### config.mk
export PLATFORM = sky130hd
export DESIGN_NAME = piecewise_linear_opacity_lookup_top
export DESIGN_NICKNAME = d
export VERILOG_FILES = /design/src/sv/plol_pkg.sv /design/src/sv/plol_ctrl.sv /design/src/sv/plol_dp.sv /design/src/sv/piecewise_linear_opacity_lookup_top.sv
export SDC_FILE = /design/constraint.sdc
export NUM_CORES = 2
export LEC_CHECK = 0
export ABC_AREA = 0
export ABC_CLOCK_PERIOD_IN_PS = 6600
export BUFFER_PORTS_ARGS = -buffer_cell sky130_fd_sc_hd__buf_2
export CORE_ASPECT_RATIO = 1.75
export CORE_MARGIN = 2
export CORE_UTILIZATION = 53
export DETAILED_ROUTE_END_ITERATION = 8
export PLACE_DENSITY = 0.72
export SETUP_SLACK_MARGIN = 0.2
export SLEW_MARGIN = 40
export SYNTH_ARGS = -nofsm -noshare
export SYNTH_HDL_FRONTEND = slang
export SYNTH_HIERARCHICAL = 1
export SYNTH_SLANG_ARGS = --single-unit
### constraint.sdc
create_clock -name clk -period 6.6 [get_ports clk]
set_clock_uncertainty 0.1 [all_clocks]
set_input_delay 1.32 -clock clk [delete_from_list [all_inputs] [get_ports clk]]
set_output_delay 1.32 -clock clk [all_outputs]
set_load 0.05 [all_outputs]
### src/sv/plol_pkg.sv
// Shared types, codes and helpers for the piecewise-linear opacity lookup.
// Depends on nothing; every other file imports this package.
`timescale 1ns / 1ps

package plol_pkg;

  localparam logic [15:0] ONE_Q15      = 16'd32768;
  localparam logic [15:0] NARROW_LIMIT = 16'd3;

  // Item modes
  localparam logic [1:0] MODE_CLEAR  = 2'd0;
  localparam logic [1:0] MODE_INSERT = 2'd1;
  localparam logic [1:0] MODE_QUERY  = 2'd2;

  typedef struct packed {
    logic [1:0]  mode;
    logic [15:0] point_value;
    logic [15:0] point_opacity;
    logic [15:0] sample_value;
  } item_t;

  typedef struct packed {
    logic [15:0] opacity;
    logic        in_range;
    logic        insert_rejected;
    logic [4:0]  point_count;
  } result_t;

  typedef enum logic [3:0] {
    ST_INIT0,
    ST_INIT1,
    ST_IDLE,
    ST_INS_RD,
    ST_INS_CMP,
    ST_Q_START,
    ST_Q_SCAN,
    ST_MUL0,
    ST_MUL1,
    ST_DIV_LOAD,
    ST_DIV,
    ST_QUOT,
    ST_RESP
  } state_t;

  // Controller to datapath
  typedef struct packed {
    logic accept;
    logic clear_table;
    logic set_reject;
    logic init_wr0;
    logic init_wr1;
    logic ins_read;
    logic ins_shift;
    logic ins_place;
    logic q_start;
    logic q_scan;
    logic set_avg;
    logic mul0;
    logic mul1;
    logic div_load;
    logic div_step;
    logic set_quot;
    logic respond;
  } cmd_t;

  // Datapath to controller
  typedef struct packed {
    logic full;
    logic few;
    logic k_zero;
    logic pos_gt;
    logic first;
    logic last;
    logic hit;
    logic narrow;
    logic div_last;
  } status_t;

  // Clamp a Q1.15 input to 1.0
  function automatic logic [15:0] sat_q15(input logic [15:0] v);
    return (v > ONE_Q15) ? ONE_Q15 : v;
  endfunction

endpackage

### src/sv/plol_ctrl.sv
// Sequencing state machine for the opacity lookup.
// Depends on plol_pkg; drives plol_dp through cmd_t and reads status_t.
`timescale 1ns / 1ps

module plol_ctrl
  import plol_pkg::*;
(
  input  logic       clk,
  input  logic       rst,
  input  logic       start,
  input  logic [1:0] mode,
  input  status_t    stat,
  output logic       busy,
  output cmd_t       cmd
);

  state_t state, state_next;

  // State register
  always_ff @(posedge clk) begin
    if (rst) begin
      state <= ST_INIT0;
    end else begin
      state <= state_next;
    end
  end

  // Next state
  always_comb begin
    state_next = state;
    unique case (state)
      ST_INIT0: state_next = ST_INIT1;
      ST_INIT1: state_next = ST_IDLE;
      ST_IDLE: begin
        if (start) begin
          unique case (mode)
            MODE_INSERT: state_next = stat.full ? ST_RESP : ST_INS_RD;
            MODE_QUERY:  state_next = stat.few ? ST_RESP : ST_Q_START;
            default:     state_next = ST_RESP;
          endcase
        end
      end
      ST_INS_RD:  state_next = stat.k_zero ? ST_RESP : ST_INS_CMP;
      ST_INS_CMP: state_next = stat.pos_gt ? ST_INS_RD : ST_RESP;
      ST_Q_START: state_next = ST_Q_SCAN;
      ST_Q_SCAN: begin
        if (!stat.first && stat.hit) begin
          state_next = stat.narrow ? ST_RESP : ST_MUL0;
        end else if (stat.last) begin
          state_next = ST_RESP;
        end
      end
      ST_MUL0:     state_next = ST_MUL1;
      ST_MUL1:     state_next = ST_DIV_LOAD;
      ST_DIV_LOAD: state_next = ST_DIV;
      ST_DIV:      state_next = stat.div_last ? ST_QUOT : ST_DIV;
      ST_QUOT:     state_next = ST_RESP;
      ST_RESP:     state_next = ST_IDLE;
      default:     state_next = ST_IDLE;
    endcase
  end

  // Outputs
  always_comb begin
    cmd  = '0;
    busy = 1'b1;
    unique case (state)
      ST_INIT0: cmd.init_wr0 = 1'b1;
      ST_INIT1: cmd.init_wr1 = 1'b1;
      ST_IDLE: begin
        busy = 1'b0;
        if (start) begin
          cmd.accept      = 1'b1;
          cmd.clear_table = (mode == MODE_CLEAR);
          cmd.set_reject  = (mode == MODE_INSERT) && stat.full;
        end
      end
      ST_INS_RD: begin
        cmd.ins_read  = !stat.k_zero;
        cmd.ins_place = stat.k_zero;
      end
      ST_INS_CMP: begin
        cmd.ins_shift = stat.pos_gt;
        cmd.ins_place = !stat.pos_gt;
      end
      ST_Q_START: cmd.q_start = 1'b1;
      ST_Q_SCAN: begin
        cmd.q_scan  = 1'b1;
        cmd.set_avg = !stat.first && stat.hit && stat.narrow;
      end
      ST_MUL0:     cmd.mul0     = 1'b1;
      ST_MUL1:     cmd.mul1     = 1'b1;
      ST_DIV_LOAD: cmd.div_load = 1'b1;
      ST_DIV:      cmd.div_step = 1'b1;
      ST_QUOT:     cmd.set_quot = 1'b1;
      ST_RESP:     cmd.respond  = 1'b1;
      default:     cmd = '0;
    endcase
  end

endmodule

### src/sv/plol_dp.sv
// Datapath: control point memory, insert shifter, segment scan,
// shared multiplier and restoring divider. Depends on plol_pkg.
`timescale 1ns / 1ps

module plol_dp
  import plol_pkg::*;
#(
  parameter int MAX_POINTS = 16
) (
  input  logic    clk,
  input  logic    rst,
  input  item_t   item,
  input  cmd_t    cmd,
  output status_t stat,
  output logic    done,
  output result_t result
);

  localparam int AW = (MAX_POINTS > 1) ? $clog2(MAX_POINTS) : 1;
  localparam int HW = $clog2(MAX_POINTS + 1);

  // Point table, one write and one registered read a cycle
  logic [15:0] pos_mem [MAX_POINTS];
  logic [15:0] op_mem  [MAX_POINTS];
  logic [15:0] rd_pos, rd_op;
  logic [AW-1:0] rd_addr, wr_addr;
  logic [15:0] wr_pos, wr_op;
  logic        wr_en;

  // Counters and captured transaction
  logic [HW-1:0] held, k, ra;
  logic [HW-1:0] k_less;
  logic [15:0] pv, po, sv;
  logic [15:0] prev_pos, prev_op;
  logic [15:0] seg_o0, seg_o1, seg_a, seg_d, seg_w;
  logic [15:0] w_now;
  logic [31:0] acc;
  logic [15:0] rem, nq;
  logic [16:0] trial, trial_sub;
  logic [3:0]  div_cnt;
  logic [16:0] op_sum;
  logic [15:0] opacity_r;
  logic        in_range_r, rej_r;

  assign k_less = k - HW'(1);
  assign w_now  = rd_pos - prev_pos;
  assign op_sum = {1'b0, prev_op} + {1'b0, rd_op};

  // Status to the controller
  always_comb begin
    stat          = '0;
    stat.full     = (held >= HW'(MAX_POINTS));
    stat.few      = (held < HW'(2));
    stat.k_zero   = (k == '0);
    stat.pos_gt   = (rd_pos > pv);
    stat.first    = (ra == HW'(1));
    stat.last     = (ra == held);
    stat.hit      = (prev_pos <= sv) && (sv <= rd_pos);
    stat.narrow   = (w_now <= NARROW_LIMIT);
    stat.div_last = (div_cnt == 4'd15);
  end

  // Read address select
  always_comb begin
    rd_addr = '0;
    if (cmd.ins_read) begin
      rd_addr = k_less[AW-1:0];
    end else if (cmd.q_scan) begin
      rd_addr = (ra < HW'(MAX_POINTS)) ? ra[AW-1:0] : '0;
    end
  end

  // Write port select
  always_comb begin
    wr_en   = 1'b0;
    wr_addr = k[AW-1:0];
    wr_pos  = pv;
    wr_op   = po;
    if (cmd.init_wr0) begin
      wr_en   = 1'b1;
      wr_addr = '0;
      wr_pos  = '0;
      wr_op   = '0;
    end else if (cmd.init_wr1) begin
      wr_en   = 1'b1;
      wr_addr = AW'(1);
      wr_pos  = ONE_Q15;
      wr_op   = ONE_Q15;
    end else if (cmd.ins_shift) begin
      wr_en  = 1'b1;
      wr_pos = rd_pos;
      wr_op  = rd_op;
    end else if (cmd.ins_place) begin
      wr_en = 1'b1;
    end
  end

  // Table memory
  always_ff @(posedge clk) begin
    if (wr_en) begin
      pos_mem[wr_addr] <= wr_pos;
      op_mem[wr_addr]  <= wr_op;
    end
    rd_pos <= pos_mem[rd_addr];
    rd_op  <= op_mem[rd_addr];
  end

  // Point count
  always_ff @(posedge clk) begin
    if (rst) begin
      held <= HW'(2);
    end else if (cmd.clear_table) begin
      held <= '0;
    end else if (cmd.ins_place) begin
      held <= held + HW'(1);
    end
  end

  // Capture, insert walk and scan counters
  always_ff @(posedge clk) begin
    if (cmd.accept) begin
      pv <= sat_q15(item.point_value);
      po <= sat_q15(item.point_opacity);
      sv <= sat_q15(item.sample_value);
      k  <= held;
    end else if (cmd.ins_shift) begin
      k <= k_less;
    end
    if (cmd.q_start) begin
      ra <= HW'(1);
    end else if (cmd.q_scan) begin
      ra       <= ra + HW'(1);
      prev_pos <= rd_pos;
      prev_op  <= rd_op;
      seg_o0   <= prev_op;
      seg_o1   <= rd_op;
      seg_a    <= rd_pos - sv;
      seg_d    <= sv - prev_pos;
      seg_w    <= w_now;
    end
  end

  // Shared multiplier: o0*(w-d) then + o1*d
  always_ff @(posedge clk) begin
    if (cmd.mul0) begin
      acc <= 32'(seg_o0) * 32'(seg_a);
    end else if (cmd.mul1) begin
      acc <= acc + 32'(seg_o1) * 32'(seg_d);
    end
  end

  // Restoring divider, one quotient bit a cycle
  assign trial     = {rem, nq[15]};
  assign trial_sub = trial - {1'b0, seg_w};

  always_ff @(posedge clk) begin
    if (cmd.div_load) begin
      rem     <= {1'b0, acc[30:16]};
      nq      <= acc[15:0];
      div_cnt <= '0;
    end else if (cmd.div_step) begin
      if (trial >= {1'b0, seg_w}) begin
        rem <= trial_sub[15:0];
        nq  <= {nq[14:0], 1'b1};
      end else begin
        rem <= trial[15:0];
        nq  <= {nq[14:0], 1'b0};
      end
      div_cnt <= div_cnt + 4'd1;
    end
  end

  // Result fields built up during the transaction
  always_ff @(posedge clk) begin
    if (rst) begin
      opacity_r  <= '0;
      in_range_r <= 1'b0;
      rej_r      <= 1'b0;
    end else if (cmd.accept) begin
      opacity_r  <= '0;
      in_range_r <= 1'b0;
      rej_r      <= cmd.set_reject;
    end else if (cmd.set_avg) begin
      opacity_r  <= op_sum[16:1];
      in_range_r <= 1'b1;
    end else if (cmd.set_quot) begin
      opacity_r  <= nq;
      in_range_r <= 1'b1;
    end
  end

  // Output register and strobe
  always_ff @(posedge clk) begin
    if (rst) begin
      done <= 1'b0;
    end else begin
      done <= cmd.respond;
    end
    if (cmd.respond) begin
      result.opacity         <= opacity_r;
      result.in_range        <= in_range_r;
      result.insert_rejected <= rej_r;
      result.point_count     <= 5'(held);
    end
  end

endmodule

### src/sv/piecewise_linear_opacity_lookup_top.sv
// Top level of the piecewise-linear opacity lookup.
// Depends on plol_pkg, plol_ctrl and plol_dp.
//
// Usage:
//   An item (clear, insert or query) is taken on a rising edge with start
//   high and busy low. Exactly one result follows, shown on result for one
//   cycle with done high; the receiver takes it on that edge and cannot
//   stall it. busy drops in the cycle done rises, so the next transaction
//   may start while the result is still shown.
// Sequence, start edge to done:
//   clear, mode 3, rejected insert or query with under two points: straight
//   to the response state.
//   insert: a read and a compare state per point moved up, then the place.
//   query: the scan takes one point a cycle through the table read port
//   until a hit or the last point; a miss or narrow segment then responds,
//   and an interpolated query goes on through the multiply states and the
//   16-step divider.
// Reset: synchronous, rst high. Afterwards busy stays high in ST_INIT0 and
//   ST_INIT1 while the default points (0,0) and (1,1) are written into the table.
`timescale 1ns / 1ps

module piecewise_linear_opacity_lookup_top
  import plol_pkg::*;
#(
  parameter int MAX_POINTS = 16
) (
  input  logic    clk,
  input  logic    rst,
  input  logic    start,
  input  item_t   item,
  output logic    busy,
  output logic    done,
  output result_t result
);

  cmd_t    cmd;
  status_t stat;

  plol_ctrl u_ctrl (
    .clk  (clk),
    .rst  (rst),
    .start(start),
    .mode (item.mode),
    .stat (stat),
    .busy (busy),
    .cmd  (cmd)
  );

  plol_dp #(
    .MAX_POINTS(MAX_POINTS)
  ) u_dp (
    .clk   (clk),
    .rst   (rst),
    .item  (item),
    .cmd   (cmd),
    .stat  (stat),
    .done  (done),
    .result(result)
  );

endmodule
Word-level counts from Yosys, hierarchy flattened
Memories as Yosys holds them, arrays and structs flattened. A register that Yosys moved wholly into a read port is not among the register bits.
Index checks and enable logic that the tools add are counted.
{"block": "totals", "regBits": 273, "ramBits": 512, "inputBits": 53, "elab_cells": 151, "memories": 2}
{"name": "u_dp.op_mem", "words": 16, "word_bits": 16, "rd": 1, "rd_clocked_by_memory_dff": 1, "wr": 1, "line_no": "plol_dp.sv:24", "source": "logic [15:0] op_mem [MAX_POINTS];"}
{"name": "u_dp.pos_mem", "words": 16, "word_bits": 16, "rd": 1, "rd_clocked_by_memory_dff": 1, "wr": 1, "line_no": "plol_dp.sv:23", "source": "logic [15:0] pos_mem [MAX_POINTS];"}
{"block": "op_classes", "add_sub_neg": 10, "multipliers": 2, "magnitude_cmp": 11, "n_eq_ne": 19, "mux": 60, "bitwise_logic": 1, "n_reduce_logical": 19}
{"operator": "16-bit two-way mux", "n": 11}
{"operator": "16-bit by 16-bit multiplier with 32-bit output", "n": 2}
{"operator": "32-bit two-way mux", "n": 2}
{"operator": "16-bit subtractor", "n": 4}
{"operator": "4-bit two-way mux", "n": 13}
{"operator": "16-bit greater-than comparator (second input constant)", "n": 3}
{"operator": "4-bit one-hot mux with 11 select lines", "n": 1}
{"operator": "32-bit adder", "n": 1}
{"operator": "16-bit less-or-equal comparator", "n": 2}
{"operator": "15-bit two-way mux", "n": 2}
{"operator": "4-bit == test (second input constant)", "n": 6}
{"operator": "1-bit two-way mux", "n": 22}
{"operator": "16-bit by 16-bit adder with 17-bit output", "n": 1}
{"operator": "17-bit by 16-bit greater-or-equal comparator with 1-bit output", "n": 1}
{"operator": "4-bit by 3-bit == test with 1-bit output (second input constant)", "n": 4}
{"operator": "16-bit greater-than comparator", "n": 1}
{"operator": "16-bit by 2-bit less-or-equal comparator with 1-bit output (second input constant)", "n": 1}
{"operator": "5-bit by 1-bit adder with 5-bit output (second input constant)", "n": 2}
{"operator": "5-bit two-way mux", "n": 2}
{"operator": "2-bit nonzero test", "n": 5}
{"operator": "4-bit by 2-bit == test with 1-bit output (second input constant)", "n": 2}
{"operator": "4-bit one-hot mux with 2 select lines", "n": 1}
{"operator": "2-bit two-way mux", "n": 3}
{"operator": "3-bit two-way mux", "n": 2}
{"operator": "21 further kinds", "n": 28}

Depth between registers and ports, before layout
{"block": "depth", "ltp_word": 9, "ltp_mapped": 24}

Modules after synthesis
Netlist, hierarchy kept.
{"module": "plol_dp", "n_inst": 1, "cells_per_inst": 4721, "area_per_inst_um2": 52790.6}
{"module": "plol_ctrl", "n_inst": 1, "cells_per_inst": 80, "area_per_inst_um2": 560.5}

Least setup slack after synthesis
Ideal clock, no wire load.
{"block": "synth_timing", "path_type": "reg-to-reg", "from": "register u_dp.seg_o1[10]", "to": "register u_dp.acc[28], data pin", "t_arrival_ns": 6.083, "path_slack_ns": 0.147, "stages_incl_launch_ff": 22, "n_path_buf": 1, "period_less_slack_ns": 6.453, "path_cell_list": "edfxtp_1 -> clkbuf_1 -> nand2_1 -> fa_1 -> fa_1 -> fa_1 -> fa_1 -> inv_1 -> fa_1 -> inv_1 -> fa_1 -> inv_1 -> ha_1 -> a21o_1 -> a221o_1 -> a21oi_1 -> nand2_1 -> a41o_1 -> o41ai_1 -> o21ai_0 -> xnor2_1 -> o211ai_1"}
{"block": "synth_via", "elab_chain_cells": 4}
{"element": "start: declaration", "line_no": "plol_dp.sv:35", "source": "logic [15:0] seg_o0, seg_o1, seg_a, seg_d, seg_w;"}
{"element": "start signal: assignment", "line_no": "plol_dp.sv:136", "source": "seg_o1 <= rd_op;"}
{"element": "16-bit by 16-bit multiplier with 32-bit output", "line_no": "plol_dp.sv:148", "source": "acc <= acc + 32'(seg_o1) * 32'(seg_d);"}
{"element": "32-bit adder", "line_no": "plol_dp.sv:148"}
{"element": "32-bit two-way mux", "line_no": "plol_dp.sv:147", "source": "end else if (cmd.mul1) begin"}
{"element": "32-bit two-way mux", "line_no": "plol_dp.sv:145", "source": "if (cmd.mul0) begin"}
{"element": "end signal: assignment", "line_no": "plol_dp.sv:146", "source": "acc <= 32'(seg_o0) * 32'(seg_a);"}
{"element": "end signal: assignment", "line_no": "plol_dp.sv:148"}
{"element": "end: declaration", "line_no": "plol_dp.sv:37", "source": "logic [31:0] acc;"}
Every way passes these cells. The select of a mux whose other input is x is not followed.
A chain may end at the register's enable or synchronous reset.

Worst setup path in the final report
{"block": "layout_timing", "from": "register u_dp.seg_a[10]", "to": "register u_dp.acc[30], data pin"}
{"block": "layout_via", "elab_chain_cells": 2}
{"element": "start: declaration", "line_no": "plol_dp.sv:35"}
{"element": "start signal: assignment", "line_no": "plol_dp.sv:137", "source": "seg_a <= rd_pos - sv;"}
{"element": "16-bit by 16-bit multiplier with 32-bit output", "line_no": "plol_dp.sv:146"}
{"element": "32-bit two-way mux", "line_no": "plol_dp.sv:145"}
Every way passes these cells.

==> impl_metrics.env <==
export IMPL_status="complete, no violations"
export IMPL_fmax_mhz=155
export IMPL_synth_fa_ha_area_share_pct=22.9
export IMPL_r2r_start="u_dp/seg_a[10]"
export IMPL_rows=154
export IMPL_mostFrequentLayoutCells="746 x edfxtp_1, 658 x inv_1, 627 x nand2_1"
export IMPL_setup_viol=0
export IMPL_drt_wirelength_per_cell_microns=22.0
export IMPL_fin_ws_ns=0.156
export IMPL_synth_top_cells_by_area="edfxtp_1 42%, fa_1 16%, ha_1 7.1%, inv_1 4.7%, nand2_1 4.4%"
export IMPL_met1_usage_pct=27.8
export IMPL_drc_errors=0
export IMPL_power_density_mw_per_mm2=427
export IMPL_synth_ff_type="edfxtp_1"
export IMPL_synth_area_sq_mm=0.0534
export IMPL_synthXorXnorAreaFrac_pct=2.18
export IMPL_power_frac_comb_pct=52.2
export IMPL_fillerInstances=8026
export IMPL_irDropWorstVdd_mv=0.348
export IMPL_final_util_pct=59.7
export IMPL_finalCritPeriodShare_pct=97.6
export IMPL_busiest_layer="met2"
export IMPL_area_growth_pct=12.1
export IMPL_first_pass_iters=6
export IMPL_hold_class="register to register"
export IMPL_die_area_sq_mm=0.103
export IMPL_drt_iter0_drc=2456
export IMPL_grt_start_max_net_pins=143
export IMPL_num_vias=36388
export IMPL_p_int_w=0.0153
export IMPL_overflow=0
export IMPL_worstPathRequired_ns=6.91
export IMPL_synth_edff_count=746
export IMPL_die_h_microns=424
export IMPL_synth_distinct_cells=77
export IMPL_startpoint_type="register"
export IMPL_ys_seq_elements=816
export IMPL_rsz0062_at_grt="true"
export IMPL_switchingPower_w=0.0103
export IMPL_cts_root_buf="clkbuf_16"
export IMPL_worstSkewPairLatency_ns=0.68
export IMPL_place_ws_ns=-0.131
export IMPL_ys_async_sr_fraction_pct=0
export IMPL_antenna_left=0
export IMPL_slew_violations=0
export IMPL_synth_compound_area_share_pct=9.32
export IMPL_yosysWarnings=6
export IMPL_p_leak_nw=24.2
export IMPL_drv_cap=0
export IMPL_yosys_area_top_type="edfxtp_1"
export IMPL_synth_top_family_by_area="adder cells"
export IMPL_yosysSeqAreaShare_pct=44.6
export IMPL_numCtsBuffers=71
export IMPL_netlist_instances=4801
export IMPL_tightestPinTransition_ns=0.961
export IMPL_hpwl_microns=101000
export IMPL_cts_num_sinks=816
export IMPL_first_global_vias=38367
export IMPL_layout_commonest_cell="edfxtp_1"
export IMPL_grt_pass1_wl_microns=214000
export IMPL_routed_wl_microns=140000
export IMPL_via_per_inst=5.74
export IMPL_met3_usage_pct=3.21
export IMPL_die_x_microns=244
export IMPL_clock_path_buffers=3
export IMPL_start_util_pct=53.2
export IMPL_nets=5722
export IMPL_hold_violations=0
export IMPL_antenna_found_initial=10
export IMPL_min_from="u_dp/opacity_r[0]"
export IMPL_gp_congestion=0.937
export IMPL_avgSynthCellArea_sq_um=11.1
export IMPL_cts_hold_buf=0
export IMPL_drive_gt1_share_pct=11.9
export IMPL_clkTransAtPathRegs_ns=0.07
export IMPL_crit_path_start="u_dp/seg_a[10]"
export IMPL_finalCriticalPeriod_ns=6.44
export IMPL_crit_type="register to register"
export IMPL_relSlewSlack_pct=35.7
export IMPL_gr_usage_all_layers_pct=27.2
export IMPL_yosys_area_share_simple_pct=13.0
export IMPL_cp_end_kind="register"
export IMPL_io_pins=78
export IMPL_h_tree_depth=3
export IMPL_syn_nets=5576
export IMPL_tritoncts="yes"
export IMPL_p_clk_share_pct=17.4
export IMPL_portBuffers=77
export IMPL_arrival_ns=6.76
export IMPL_synth_mux_area_share_pct=1.77
export IMPL_yosysTopAreaCellShare_pct=42.0
export IMPL_core_sq_mm=0.100
export IMPL_switching_share_pct=40.2
export IMPL_globalRouteMet2Util_pct=51.1
export IMPL_cp_max_fo=4
export IMPL_pwr_share_seq_pct=30.4
-- power groups by stage --
stage / Sequential (W) / Combinational, W / Clock, W
after floorplan: 0.00755 / 0.00830 / 0
after global placement: 0.00785 / 0.0117 / 0
after detailed placement: 0.00786 / 0.0120 / 0
after CTS: 0.00775 / 0.0126 / 0.00451
after global routing: 0.00779 / 0.0147 / 0.00469
final: 0.00776 / 0.0133 / 0.00445
-- metrics by stage --
step                hold slack (ns)  std cells  setup TNS (ns)  power (W)  area, sq um
global placement              0.307       6163         -0.0614     0.0196        56400
detailed placement            0.314       6164          -0.430     0.0199        56400
global route                  0.344       6334         -0.0357     0.0271        59800
finish                        0.329       6337               0     0.0255        59800
floorplan                     0.301       4801               0     0.0158        53400
CTS                           0.330       6305               0     0.0248        59200
-- worst max-delay path, cell delays in order, from the launching register on --
cell	delay (ns)
edfxtp_1	0.54
and2_4	0.24
fa_1	0.53
inv_1	0.05
fa_1	0.53
inv_1	0.06
fa_1	0.49
fa_1	0.52
fa_1	0.56
inv_2	0.05
fa_1	0.53
inv_2	0.05
ha_4	0.20
and2_4	0.16
a221o_1	0.36
a21oi_4	0.20
a21oi_2	0.12
a2111o_1	0.41
a31oi_1	0.23
xnor2_1	0.14
mux2i_1	0.09
-- final timing paths --
check	end	slack (ns)	depth (start not counted)
worst max register to register	u_dp/acc[30]	0.16	20
worst min register to register	u_dp/result[7]	0.33	0
worst max-delay path	u_dp/acc[30]	0.16	20
worst min-delay path	u_dp/result[7]	0.33	0
-- cell families after synthesis --
logic type / after synthesis
adders and majority gates: 722
AOI/OAI and AO/OA: 728
muxes: 91
xor gates and xnor gates: 133
buffers and inverters: 886
DFF: 816
and+or+nand+nor: 1425
-- cell type report --
type	instances	area (sq um)	area share [%]
clock inverters	39	504	0.843
diodes	6	15.0	0.0251
multi-input cells	3099	27000	45.1
clock buffers	92	1970	3.29
repair buffers	294	2370	3.97
flip-flops and latches	816	23800	39.8
inverters	665	2500	4.17
well taps	1326	1660	2.77
-- flip-flops by register name (all words and copies together) (netlist names), 16 cells and up --
name,flops
u_dp/seg_o0,16
u_dp/acc,31
u_dp/rem,16
u_dp/pv,16
u_dp/prev_pos,16
u_dp/seg_w,16
u_dp/sv,16
u_dp/rd_pos,16
u_dp/po,16
u_dp/pos_mem,256
u_dp/nq,16
u_dp/op_mem,256
u_dp/seg_d,16
u_dp/result,23
u_dp/rd_op,16
u_dp/opacity_r,16
u_dp/seg_o1,16
u_dp/seg_a,16
-- synth_stat cells, drive strengths merged (80+ instances only) --
cell      n
inv     665
nor2    160
a211oi  181
ha      301
clkbuf  209
o21ai    80
fa      421
and2    366
nor2b    81
nand2   630
a21oi   169
xnor2    83
edfxtp  746
-- layer usage --
layer	wire length, microns	vias up
li1	-	16560
met1	46800	18200
met5	26	-
met4	10700	4
met3	6280	460
met2	75700	1164
-- what timing repair did --
| item | in CTS | in global routing |
|---|---|---|
| gates cloned | 0 | 0 |
| pin swaps | 30 | 35 |
| resized for setup | 47 | 64 |
| endpoints found under the setup margin | 11 | 12 |
| setup buffers | 10 | 24 |
(Power assumes the default switching activity.)
